### src/hdl/rvid_pkg.sv
// Shared types and encodings for the RV32 instruction decoder.
package rvid_pkg;

	// Major opcodes, instruction bits 6..0.
	localparam logic [6:0] OPC_JAL    = 7'h6f;
	localparam logic [6:0] OPC_LUI    = 7'h37;
	localparam logic [6:0] OPC_AUIPC  = 7'h17;
	localparam logic [6:0] OPC_JALR   = 7'h67;
	localparam logic [6:0] OPC_OP_IMM = 7'h13;
	localparam logic [6:0] OPC_LOAD   = 7'h03;
	localparam logic [6:0] OPC_STORE  = 7'h23;
	localparam logic [6:0] OPC_BRANCH = 7'h63;
	localparam logic [6:0] OPC_OP     = 7'h33;
	localparam logic [6:0] OPC_SYSTEM = 7'h73;
	localparam logic [6:0] OPC_AMO    = 7'h2f;

	// Funct7 codes and the atomic funct5 code.
	localparam logic [6:0] F7_BASE   = 7'h00;
	localparam logic [6:0] F7_MULDIV = 7'h01;
	localparam logic [6:0] F7_ALT    = 7'h20;
	localparam logic [4:0] F5_AMOSWAP = 5'h01;

	// Funct3 codes.
	localparam logic [2:0] F3_ADD  = 3'd0;
	localparam logic [2:0] F3_SLL  = 3'd1;
	localparam logic [2:0] F3_WORD = 3'd2;
	localparam logic [2:0] F3_SLTU = 3'd3;
	localparam logic [2:0] F3_XOR  = 3'd4;
	localparam logic [2:0] F3_SRL  = 3'd5;
	localparam logic [2:0] F3_OR   = 3'd6;
	localparam logic [2:0] F3_AND  = 3'd7;
	localparam logic [2:0] F3_BEQ  = 3'd0;
	localparam logic [2:0] F3_BNE  = 3'd1;
	localparam logic [2:0] F3_BLT  = 3'd4;
	localparam logic [2:0] F3_BGE  = 3'd5;
	localparam logic [2:0] F3_BLTU = 3'd6;
	localparam logic [2:0] F3_BGEU = 3'd7;
	localparam logic [2:0] F3_BYTE = 3'd0;
	localparam logic [2:0] F3_BYTEU = 3'd4;

	typedef enum logic [4:0] {
		OP_JAL     = 5'd0,
		OP_LUI     = 5'd1,
		OP_AUIPC   = 5'd2,
		OP_JALR    = 5'd3,
		OP_ADDI    = 5'd4,
		OP_XORI    = 5'd5,
		OP_ANDI    = 5'd6,
		OP_SLLI    = 5'd7,
		OP_SRLI    = 5'd8,
		OP_LW      = 5'd9,
		OP_LBU     = 5'd10,
		OP_SB      = 5'd11,
		OP_SW      = 5'd12,
		OP_BEQ     = 5'd13,
		OP_BNE     = 5'd14,
		OP_BLT     = 5'd15,
		OP_BGE     = 5'd16,
		OP_BLTU    = 5'd17,
		OP_BGEU    = 5'd18,
		OP_ADD     = 5'd19,
		OP_SUB     = 5'd20,
		OP_SLTU    = 5'd21,
		OP_OR      = 5'd22,
		OP_AND     = 5'd23,
		OP_MUL     = 5'd24,
		OP_DIVU    = 5'd25,
		OP_ECALL   = 5'd26,
		OP_AMOSWAP = 5'd27
	} op_t;

	typedef enum logic [2:0] {
		FMT_R = 3'd0,
		FMT_I = 3'd1,
		FMT_S = 3'd2,
		FMT_B = 3'd3,
		FMT_U = 3'd4,
		FMT_J = 3'd5
	} fmt_t;

	// One decoded item.
	typedef struct packed {
		logic        illegal;
		op_t         op;
		fmt_t        fmt;
		logic [4:0]  rd;
		logic [4:0]  rs1;
		logic [4:0]  rs2;
		logic [31:0] imm;
	} dec_t;

endpackage

### src/hdl/rv32_instruction_decoder_unit.sv
// Top level of the RV32 instruction decoder: input register, decode logic, result register.
// The decode is a single pass of logic between the input register and the result register.
// Throughput: one item per cycle while the output is not stalled.
// A stalled result holds the result register; an empty input register still takes one more item.
// Reset clears both stage valid flags asynchronously; the payload registers are not reset.
module rv32_instruction_decoder_unit (
	input  logic        clk,
	input  logic        arst_n,
	input  logic        in_valid,
	output logic        in_stall,
	input  logic [31:0] instr_word,
	output logic        out_valid,
	input  logic        out_stall,
	output logic        illegal,
	output logic [4:0]  op_code,
	output logic [2:0]  format,
	output logic [4:0]  dest_reg,
	output logic [4:0]  src1_reg,
	output logic [4:0]  src2_reg,
	output logic [31:0] immediate
);

	logic            valid_s1;
	logic            valid_s2;
	logic [31:0]     instr_s1;
	rvid_pkg::dec_t  dec_s2;
	rvid_pkg::dec_t  dec;
	logic            adv_s1;
	logic            adv_s2;

	logic [6:0]  opc;
	logic [2:0]  f3;
	logic [6:0]  f7;
	logic [31:0] imm_i;

	assign adv_s2   = !valid_s2 || !out_stall;
	assign adv_s1   = !valid_s1 || adv_s2;
	assign in_stall = !adv_s1;

	always_ff @(posedge clk or negedge arst_n) begin
		if (!arst_n) begin
			valid_s1 <= 1'b0;
			valid_s2 <= 1'b0;
		end else begin
			if (adv_s1) begin
				valid_s1 <= in_valid;
			end
			if (adv_s2) begin
				valid_s2 <= valid_s1;
			end
		end
	end

	always_ff @(posedge clk) begin
		if (adv_s1 && in_valid) begin
			instr_s1 <= instr_word;
		end
		if (adv_s2 && valid_s1) begin
			dec_s2 <= dec;
		end
	end

	assign opc   = instr_s1[6:0];
	assign f3    = instr_s1[14:12];
	assign f7    = instr_s1[31:25];
	assign imm_i = {{20{instr_s1[31]}}, instr_s1[31:20]};

	always_comb begin
		dec         = '0;
		dec.illegal = 1'b0;
		dec.op      = rvid_pkg::OP_JAL;
		dec.fmt     = rvid_pkg::FMT_R;
		unique case (opc)
			rvid_pkg::OPC_JAL: begin
				dec.fmt = rvid_pkg::FMT_J;
				dec.rd  = instr_s1[11:7];
				dec.imm = {{12{instr_s1[31]}}, instr_s1[19:12], instr_s1[20],
					instr_s1[30:21], 1'b0};
			end
			rvid_pkg::OPC_LUI, rvid_pkg::OPC_AUIPC: begin
				dec.op  = (opc == rvid_pkg::OPC_LUI) ? rvid_pkg::OP_LUI : rvid_pkg::OP_AUIPC;
				dec.fmt = rvid_pkg::FMT_U;
				dec.rd  = instr_s1[11:7];
				dec.imm = {12'd0, instr_s1[31:12]};
			end
			rvid_pkg::OPC_JALR: begin
				dec.op  = rvid_pkg::OP_JALR;
				dec.fmt = rvid_pkg::FMT_I;
				dec.rd  = instr_s1[11:7];
				dec.rs1 = instr_s1[19:15];
				dec.imm = imm_i;
			end
			rvid_pkg::OPC_OP_IMM: begin
				dec.fmt = rvid_pkg::FMT_I;
				dec.rd  = instr_s1[11:7];
				dec.rs1 = instr_s1[19:15];
				dec.imm = imm_i;
				priority if (f3 == rvid_pkg::F3_ADD) begin
					dec.op = rvid_pkg::OP_ADDI;
				end else if (f3 == rvid_pkg::F3_XOR) begin
					dec.op = rvid_pkg::OP_XORI;
				end else if (f3 == rvid_pkg::F3_AND) begin
					dec.op = rvid_pkg::OP_ANDI;
				end else if ((f3 == rvid_pkg::F3_SLL || f3 == rvid_pkg::F3_SRL)
						&& f7 == rvid_pkg::F7_BASE) begin
					// Shifts carry only the 5-bit amount, not sign-extended.
					dec.op  = (f3 == rvid_pkg::F3_SLL) ? rvid_pkg::OP_SLLI
						: rvid_pkg::OP_SRLI;
					dec.imm = {27'd0, instr_s1[24:20]};
				end else begin
					dec.illegal = 1'b1;
				end
			end
			rvid_pkg::OPC_LOAD: begin
				dec.fmt = rvid_pkg::FMT_I;
				dec.rd  = instr_s1[11:7];
				dec.rs1 = instr_s1[19:15];
				dec.imm = imm_i;
				unique case (f3)
					rvid_pkg::F3_WORD:  dec.op = rvid_pkg::OP_LW;
					rvid_pkg::F3_BYTEU: dec.op = rvid_pkg::OP_LBU;
					default:            dec.illegal = 1'b1;
				endcase
			end
			rvid_pkg::OPC_STORE: begin
				dec.fmt = rvid_pkg::FMT_S;
				dec.rs1 = instr_s1[19:15];
				dec.rs2 = instr_s1[24:20];
				dec.imm = {{20{instr_s1[31]}}, instr_s1[31:25], instr_s1[11:7]};
				unique case (f3)
					rvid_pkg::F3_BYTE: dec.op = rvid_pkg::OP_SB;
					rvid_pkg::F3_WORD: dec.op = rvid_pkg::OP_SW;
					default:           dec.illegal = 1'b1;
				endcase
			end
			rvid_pkg::OPC_BRANCH: begin
				dec.fmt = rvid_pkg::FMT_B;
				dec.rs1 = instr_s1[19:15];
				dec.rs2 = instr_s1[24:20];
				dec.imm = {{20{instr_s1[31]}}, instr_s1[7], instr_s1[30:25],
					instr_s1[11:8], 1'b0};
				unique case (f3)
					rvid_pkg::F3_BEQ:  dec.op = rvid_pkg::OP_BEQ;
					rvid_pkg::F3_BNE:  dec.op = rvid_pkg::OP_BNE;
					rvid_pkg::F3_BLT:  dec.op = rvid_pkg::OP_BLT;
					rvid_pkg::F3_BGE:  dec.op = rvid_pkg::OP_BGE;
					rvid_pkg::F3_BLTU: dec.op = rvid_pkg::OP_BLTU;
					rvid_pkg::F3_BGEU: dec.op = rvid_pkg::OP_BGEU;
					default:           dec.illegal = 1'b1;
				endcase
			end
			rvid_pkg::OPC_OP: begin
				dec.fmt = rvid_pkg::FMT_R;
				dec.rd  = instr_s1[11:7];
				dec.rs1 = instr_s1[19:15];
				dec.rs2 = instr_s1[24:20];
				priority if (f3 == rvid_pkg::F3_ADD && f7 == rvid_pkg::F7_BASE) begin
					dec.op = rvid_pkg::OP_ADD;
				end else if (f3 == rvid_pkg::F3_ADD && f7 == rvid_pkg::F7_ALT) begin
					dec.op = rvid_pkg::OP_SUB;
				end else if (f3 == rvid_pkg::F3_SLTU && f7 == rvid_pkg::F7_BASE) begin
					dec.op = rvid_pkg::OP_SLTU;
				end else if (f3 == rvid_pkg::F3_OR && f7 == rvid_pkg::F7_BASE) begin
					dec.op = rvid_pkg::OP_OR;
				end else if (f3 == rvid_pkg::F3_AND && f7 == rvid_pkg::F7_BASE) begin
					dec.op = rvid_pkg::OP_AND;
				end else if (f3 == rvid_pkg::F3_ADD && f7 == rvid_pkg::F7_MULDIV) begin
					dec.op = rvid_pkg::OP_MUL;
				end else if (f3 == rvid_pkg::F3_SRL && f7 == rvid_pkg::F7_MULDIV) begin
					dec.op = rvid_pkg::OP_DIVU;
				end else begin
					dec.illegal = 1'b1;
				end
			end
			rvid_pkg::OPC_SYSTEM: begin
				// The rd, rs1 and funct3 bits of a system call are ignored.
				dec.fmt = rvid_pkg::FMT_I;
				if (instr_s1[31:20] == 12'd0) begin
					dec.op = rvid_pkg::OP_ECALL;
				end else begin
					dec.illegal = 1'b1;
				end
			end
			rvid_pkg::OPC_AMO: begin
				// The acquire and release bits are ignored.
				if (f3 == rvid_pkg::F3_WORD && instr_s1[31:27] == rvid_pkg::F5_AMOSWAP) begin
					dec.op  = rvid_pkg::OP_AMOSWAP;
					dec.fmt = rvid_pkg::FMT_R;
					dec.rd  = instr_s1[11:7];
					dec.rs1 = instr_s1[19:15];
					dec.rs2 = instr_s1[24:20];
				end else begin
					dec.illegal = 1'b1;
				end
			end
			default: begin
				dec.illegal = 1'b1;
			end
		endcase
		if (dec.illegal) begin
			dec         = '0;
			dec.illegal = 1'b1;
		end
	end

	assign out_valid = valid_s2;
	assign illegal   = dec_s2.illegal;
	assign op_code   = dec_s2.op;
	assign format    = dec_s2.fmt;
	assign dest_reg  = dec_s2.rd;
	assign src1_reg  = dec_s2.rs1;
	assign src2_reg  = dec_s2.rs2;
	assign immediate = dec_s2.imm;

`ifndef SYNTHESIS
	assert property (@(posedge clk) disable iff (!arst_n)
		out_valid && illegal |-> op_code == rvid_pkg::OP_JAL && format == rvid_pkg::FMT_R
			&& dest_reg == 5'd0 && src1_reg == 5'd0 && src2_reg == 5'd0
			&& immediate == 32'd0)
		else $error("illegal item carries nonzero fields");

	assert property (@(posedge clk) disable iff (!arst_n)
		out_valid && (format == rvid_pkg::FMT_S || format == rvid_pkg::FMT_B)
			|-> dest_reg == 5'd0)
		else $error("store or branch item carries a destination register");

	assert property (@(posedge clk) disable iff (!arst_n)
		out_valid && (format == rvid_pkg::FMT_U || format == rvid_pkg::FMT_J)
			|-> src1_reg == 5'd0 && src2_reg == 5'd0)
		else $error("upper or jump item carries a source register");

	assert property (@(posedge clk) disable iff (!arst_n)
		in_stall |-> valid_s1 && valid_s2)
		else $error("input stalled while a stage is empty");

	assert property (@(posedge clk) disable iff (!arst_n)
		valid_s1 && !adv_s2 |=> valid_s1 && $stable(instr_s1))
		else $error("held instruction word lost while the result register is stalled");
`endif

endmodule

### config.mk
export PLATFORM = sky130hd
export DESIGN_NAME = rv32_instruction_decoder_unit
export DESIGN_NICKNAME = d
export VERILOG_FILES = /design/src/hdl/rvid_pkg.sv /design/src/hdl/rv32_instruction_decoder_unit.sv
export SDC_FILE = /design/constraint.sdc
export NUM_CORES = 1
export LEC_CHECK = 0
export BUFFER_PORTS_ARGS = -buffer_cell sky130_fd_sc_hd__buf_2
export CAP_MARGIN = 20
export CORE_ASPECT_RATIO = 0.8
export CORE_MARGIN = 8
export CORE_UTILIZATION = 42
export DETAILED_ROUTE_END_ITERATION = 6
export PLACE_DENSITY = 0.65
export SYNTH_ARGS = -nofsm -noshare
export SYNTH_HDL_FRONTEND = slang
export SYNTH_SLANG_ARGS = --single-unit
### constraint.sdc
create_clock -name clk -period 7.05 [get_ports clk]
set_clock_uncertainty 0.05 [all_clocks]
set_input_delay 1.41 -clock clk [delete_from_list [all_inputs] [get_ports clk]]
set_output_delay 1.41 -clock clk [all_outputs]
set_load 0.01 [all_outputs]
# Word level (Yosys, flattened, before mapping)
# Cells that the tools add are included.
# totals
reg_bits	90
out_inout_bits	58
elab_cells	108
# op_classes
eq_ne	21
muxes	46
reduce_logical	31
# op_table
cell	n
$pmux 32 s6	1
$mux 32	4
$mux 56	1
$pmux 5 s9	1
$mux 5	8
$eq 7x6->1 const B	5
$pmux 5 s2	3
$pmux 5 s6	1
$eq 7x7->1 const B	4
$mux 23	1
$mux 4	5
$pmux 3 s6	1
$mux 1	16
$pmux 4 s2	2
$eq 7x5->1 const B	2
$eq 3x3->1 const B	4
$logic_not 12->1	1
$reduce_or 6->1	2
$logic_and 1x1->1	11
$pmux 1 s8	1
$reduce_or 2->1	4
$reduce_or 4->1	2
$eq 7x1->1 const B	1
$eq 7x2->1 const B	1
other kinds (10)	16

# Logic depth before layout (Yosys ltp)
# logic_depth
depth_word	11
ltp_mapped	9
ltp_nobuf	5

# Worst setup path before layout
# OpenSTA, ideal clock, no wires.
# synth_timing
kind	input -> register
startpoint	input out_stall
endpoint	register dec_s2, in the netlist dest_reg[0] (enable)
arrival_time_ns	4.693
slack_ns	1.790
stages	1
path_buffers	0
cell_sequence	a21boi_0
# synth_via
elab_chain_len	3
# synth_rtl
item	line	source
from (decl)	rv32_instruction_decoder_unit.sv:13	input logic out_stall,
$logic_not 1->1	rv32_instruction_decoder_unit.sv:36	assign adv_s2 = !valid_s2 || !out_stall;
$logic_or 1x1->1	rv32_instruction_decoder_unit.sv:36	
$logic_and 1x1->1	rv32_instruction_decoder_unit.sv:58	if (adv_s2 && valid_s1) begin
to (signal assigned)	rv32_instruction_decoder_unit.sv:59	dec_s2 <= dec;
to (decl)	rv32_instruction_decoder_unit.sv:26	rvid_pkg::dec_t dec_s2;
# No other way between the ends.
# A chain may end at the register's enable or synchronous reset.

# Worst setup path after layout
# layout_timing
startpoint	input out_stall
endpoint	output in_stall
# layout_via
elab_chain_len	4
# layout_rtl
item	line	source
$logic_not 1->1	rv32_instruction_decoder_unit.sv:36	
$logic_or 1x1->1	rv32_instruction_decoder_unit.sv:36	
$logic_or 1x1->1	rv32_instruction_decoder_unit.sv:37	assign adv_s1 = !valid_s1 || adv_s2;
$logic_not 1->1	rv32_instruction_decoder_unit.sv:38	assign in_stall = !adv_s1;
to (decl)	rv32_instruction_decoder_unit.sv:10	output logic in_stall,
# No other way between the ends.

==> impl_metrics.toml <==
[pwr]
p_int_uw = 899
p_per_area_mw_per_mm2 = 249
p_sw_share_pct = 22.8
switching_power_uw = 265
power_frac_seq_pct = 49.9
p_leak_uw = 0.00181
report.power.total_uw = 1160
combPwrFrac_pct = 8.4
ir_worst_vdd_v = 0.000186
clockPowerShare_pct = 41.7

[drt]
wl_per_cell_um = 20.0
ant_nets = 0
drc = 0
drt_iter0_drc = 362
wirelength_um = 10400
dr.pass1.iters = 5
avgViaCountPerCell = 5.93
dr_total_vias = 3083

[placement]
placed_cells = 505
port_buffers = 93
hpwl_um = 7520
gp_congestion = 0.910

[hold_path]
whs_path_depth = 1
min_to = "out_valid"
hp-start = "valid_s1"
hold_path.class = "reg -> reg"

[worst_setup_path]
ff2ff_path_depth = 5
r2r_setup_slack_ps = 3880
critPathMaxStageDelay_ps = 120
cp_num_buf_inv = 3
cp_top_family = "buffers and inverters"
crit_type = "in -> out"
crit_top_cell = "buf_2"
timing.rr.start = "instr_s1[31]"
required_ps = 5590
slowest_stage = "buf_2"
path_cells = "buf_2 -> nand3_1 -> inv_1 -> buf_2"
cp_max_fo = 3
arrival_ps = 1830
r2r_end = "illegal"
endpoint_kind = "output pin"
critical_path.startpoint_type = "input port"

[cells_and_area]
finish.utilization_pct = 51.5
num_antenna_cells = 0
nNetsFinal = 437
regMostFlops = "instr_s1"
drive_above_1_share_pct = 30.4
syn_to_final_growth_pct = 19.0
finalNonFillerCells = 520
multi_input_area_mm2 = 0.00134
n_fill_cell = 830
final-seq-area_mm2 = 0.00236
largest_register_ff_count = 32

[logic_synthesis]
synth_top_cells_by_count = "77 x edfxtp_1, 37 x nor3_1, 22 x clkbuf_1"
ys_seq_elements = 79
synthesis.nets = 368
synth.most_common_cell = "edfxtp_1"
yosysWarnings = 0
yosysTopAreaCell = "edfxtp_1"
synth_top_cell_area_share_pct = 58.9
synthTopCellsByArea = "edfxtp_1 59%, nor3_1 4.7%, buf_4 2.1%"
synth.avg_cell_area_um2 = 11.8
synth_ff_type = "edfxtp_1"
async_reset_ff_share_pct = 2.53
netlist_instances = 332
synth-edff-count = 77
synth.distinct_cells = 56
ys_seq_area_share_pct = 60.1
synth_area_mm2 = 0.00393

[timing]
min_period_over_period_pct = 46.6
rsz0062_at_grt = "no"
tightest_slew_ps = 1030
whs_ps = 439
maxSlewHeadroom_pct = 30.7
slew_violations = 0
fin_crit_ps = 3290
setup-tns-final_ps = 0
max_freq_ghz = 0.304
hold_violations = 0
setup_viol = 0

[clock_tree]
hold_buffers = 0
cts.path.max_buffers = 2
cts-root-buf = "clkbuf_16"
clock_latency_ps = 330
path_clk_slew_ps = 60
postCtsResizedCells = 0
cts-buffers-inserted = 9
post_cts_buffers = 0
h-tree-depth = 3
cts_sinks = 79
cts_tree = "done"

[grt]
grt_pass1_vias = 2921
antenna_found_initial = 0
grt_pass1_wl_um = 16000
track_usage_pct = 16.3
grt_max_degree = 40
overflow = 0

[floorplanning]
die_area_mm2 = 0.0127
die_x_um = 124
fp.coreArea_mm2 = 0.00908
rows = 31
io_pins = 94
initial_core_util_pct = 43.3
die_y_um = 102

[run]
drv_cap = 0

[status]
run_status = "completed"
-- power groups by stage --
| stage | sequential, uW | combinational, uW | clock, uW |
|---|---|---|---|
| after detailed placement | 590 | 98.7 | 0 |
| after global placement | 589 | 98.2 | 0 |
| final | 581 | 97.8 | 486 |
| after global routing | 585 | 108 | 518 |
| after floorplan | 587 | 58.1 | 0 |
| after CTS | 580 | 99.2 | 497 |
-- routing by layer --
layer  GRT usage [%]  vias up  share of wire [%]  wire, um
li1                -     1433                  -         -
met1            23.7     1453                 45      4650
met2            22.6      188                 41      4310
met3            6.08        9                 13      1380
met4            3.47        0               0.64        67
met5               0        -                  0         0
-- worst max-delay path by stage --
stage / cells after the start / from / end
after floorplan: 1 / out_stall / dest_reg[0]
after global placement: 4 / out_stall / in_stall
after detailed placement: 4 / out_stall / in_stall
after CTS: 4 / out_stall / in_stall
after global routing: 4 / out_stall / in_stall
final: 4 / out_stall / in_stall
-- kinds of logic after synthesis --
kind of cell	after synthesis	synth area share (%)
mux	1	0.255
buf+inv	46	6.24
flops	79	60.1
xor+xnor	1	0.223
simple gates	138	20.3
compound gates	67	12.8
-- layout by cell type (no fill, tap or decap), types with 4 or more instances in the layout --
cell | synthesis | final
buf_2 | 1 | 93
edfxtp_1 | 77 | 77
nor3_1 | 37 | 37
nor2_1 | 21 | 21
nand2_1 | 18 | 18
a21oi_1 | 10 | 10
nand3_1 | 9 | 9
a221oi_1 | 9 | 9
clkbuf_16 | 0 | 9
inv_1 | 8 | 8
o21ai_0 | 7 | 7
nor3_2 | 7 | 7
a22oi_1 | 7 | 7
nand4_1 | 6 | 6
nor4b_1 | 6 | 6
a222oi_1 | 6 | 6
or3_1 | 5 | 5
o211ai_1 | 5 | 5
nand2b_1 | 4 | 4
and2_1 | 4 | 4
-- worst register-to-register path, delay by kind of cell (launching register included) --
kind | cells | cell delay [ps]
AOI/OAI and AO/OA | 1 | 320
DFF | 1 | 460
and+or+nand+nor | 4 | 2070
-- final cells by class --
type / instances / area share [%]
clock buffer: 10 / 4.90
clock inverter: 5 / 1.77
inverter: 8 / 0.643
multi-input combinational: 207 / 28.6
sequential: 79 / 50.6
tap: 115 / 3.08
timing repair buffer: 96 / 10.4
-- per-stage QoR --
stage                     setup WS [ps]  area (um2)
after floorplan                    1790        3930
after global placement             3780        4360
after detailed placement           3760        4360
after CTS                          3750        4670
after global routing               3700        4670
final                              3760        4670
(Power assumes the default switching activity.)
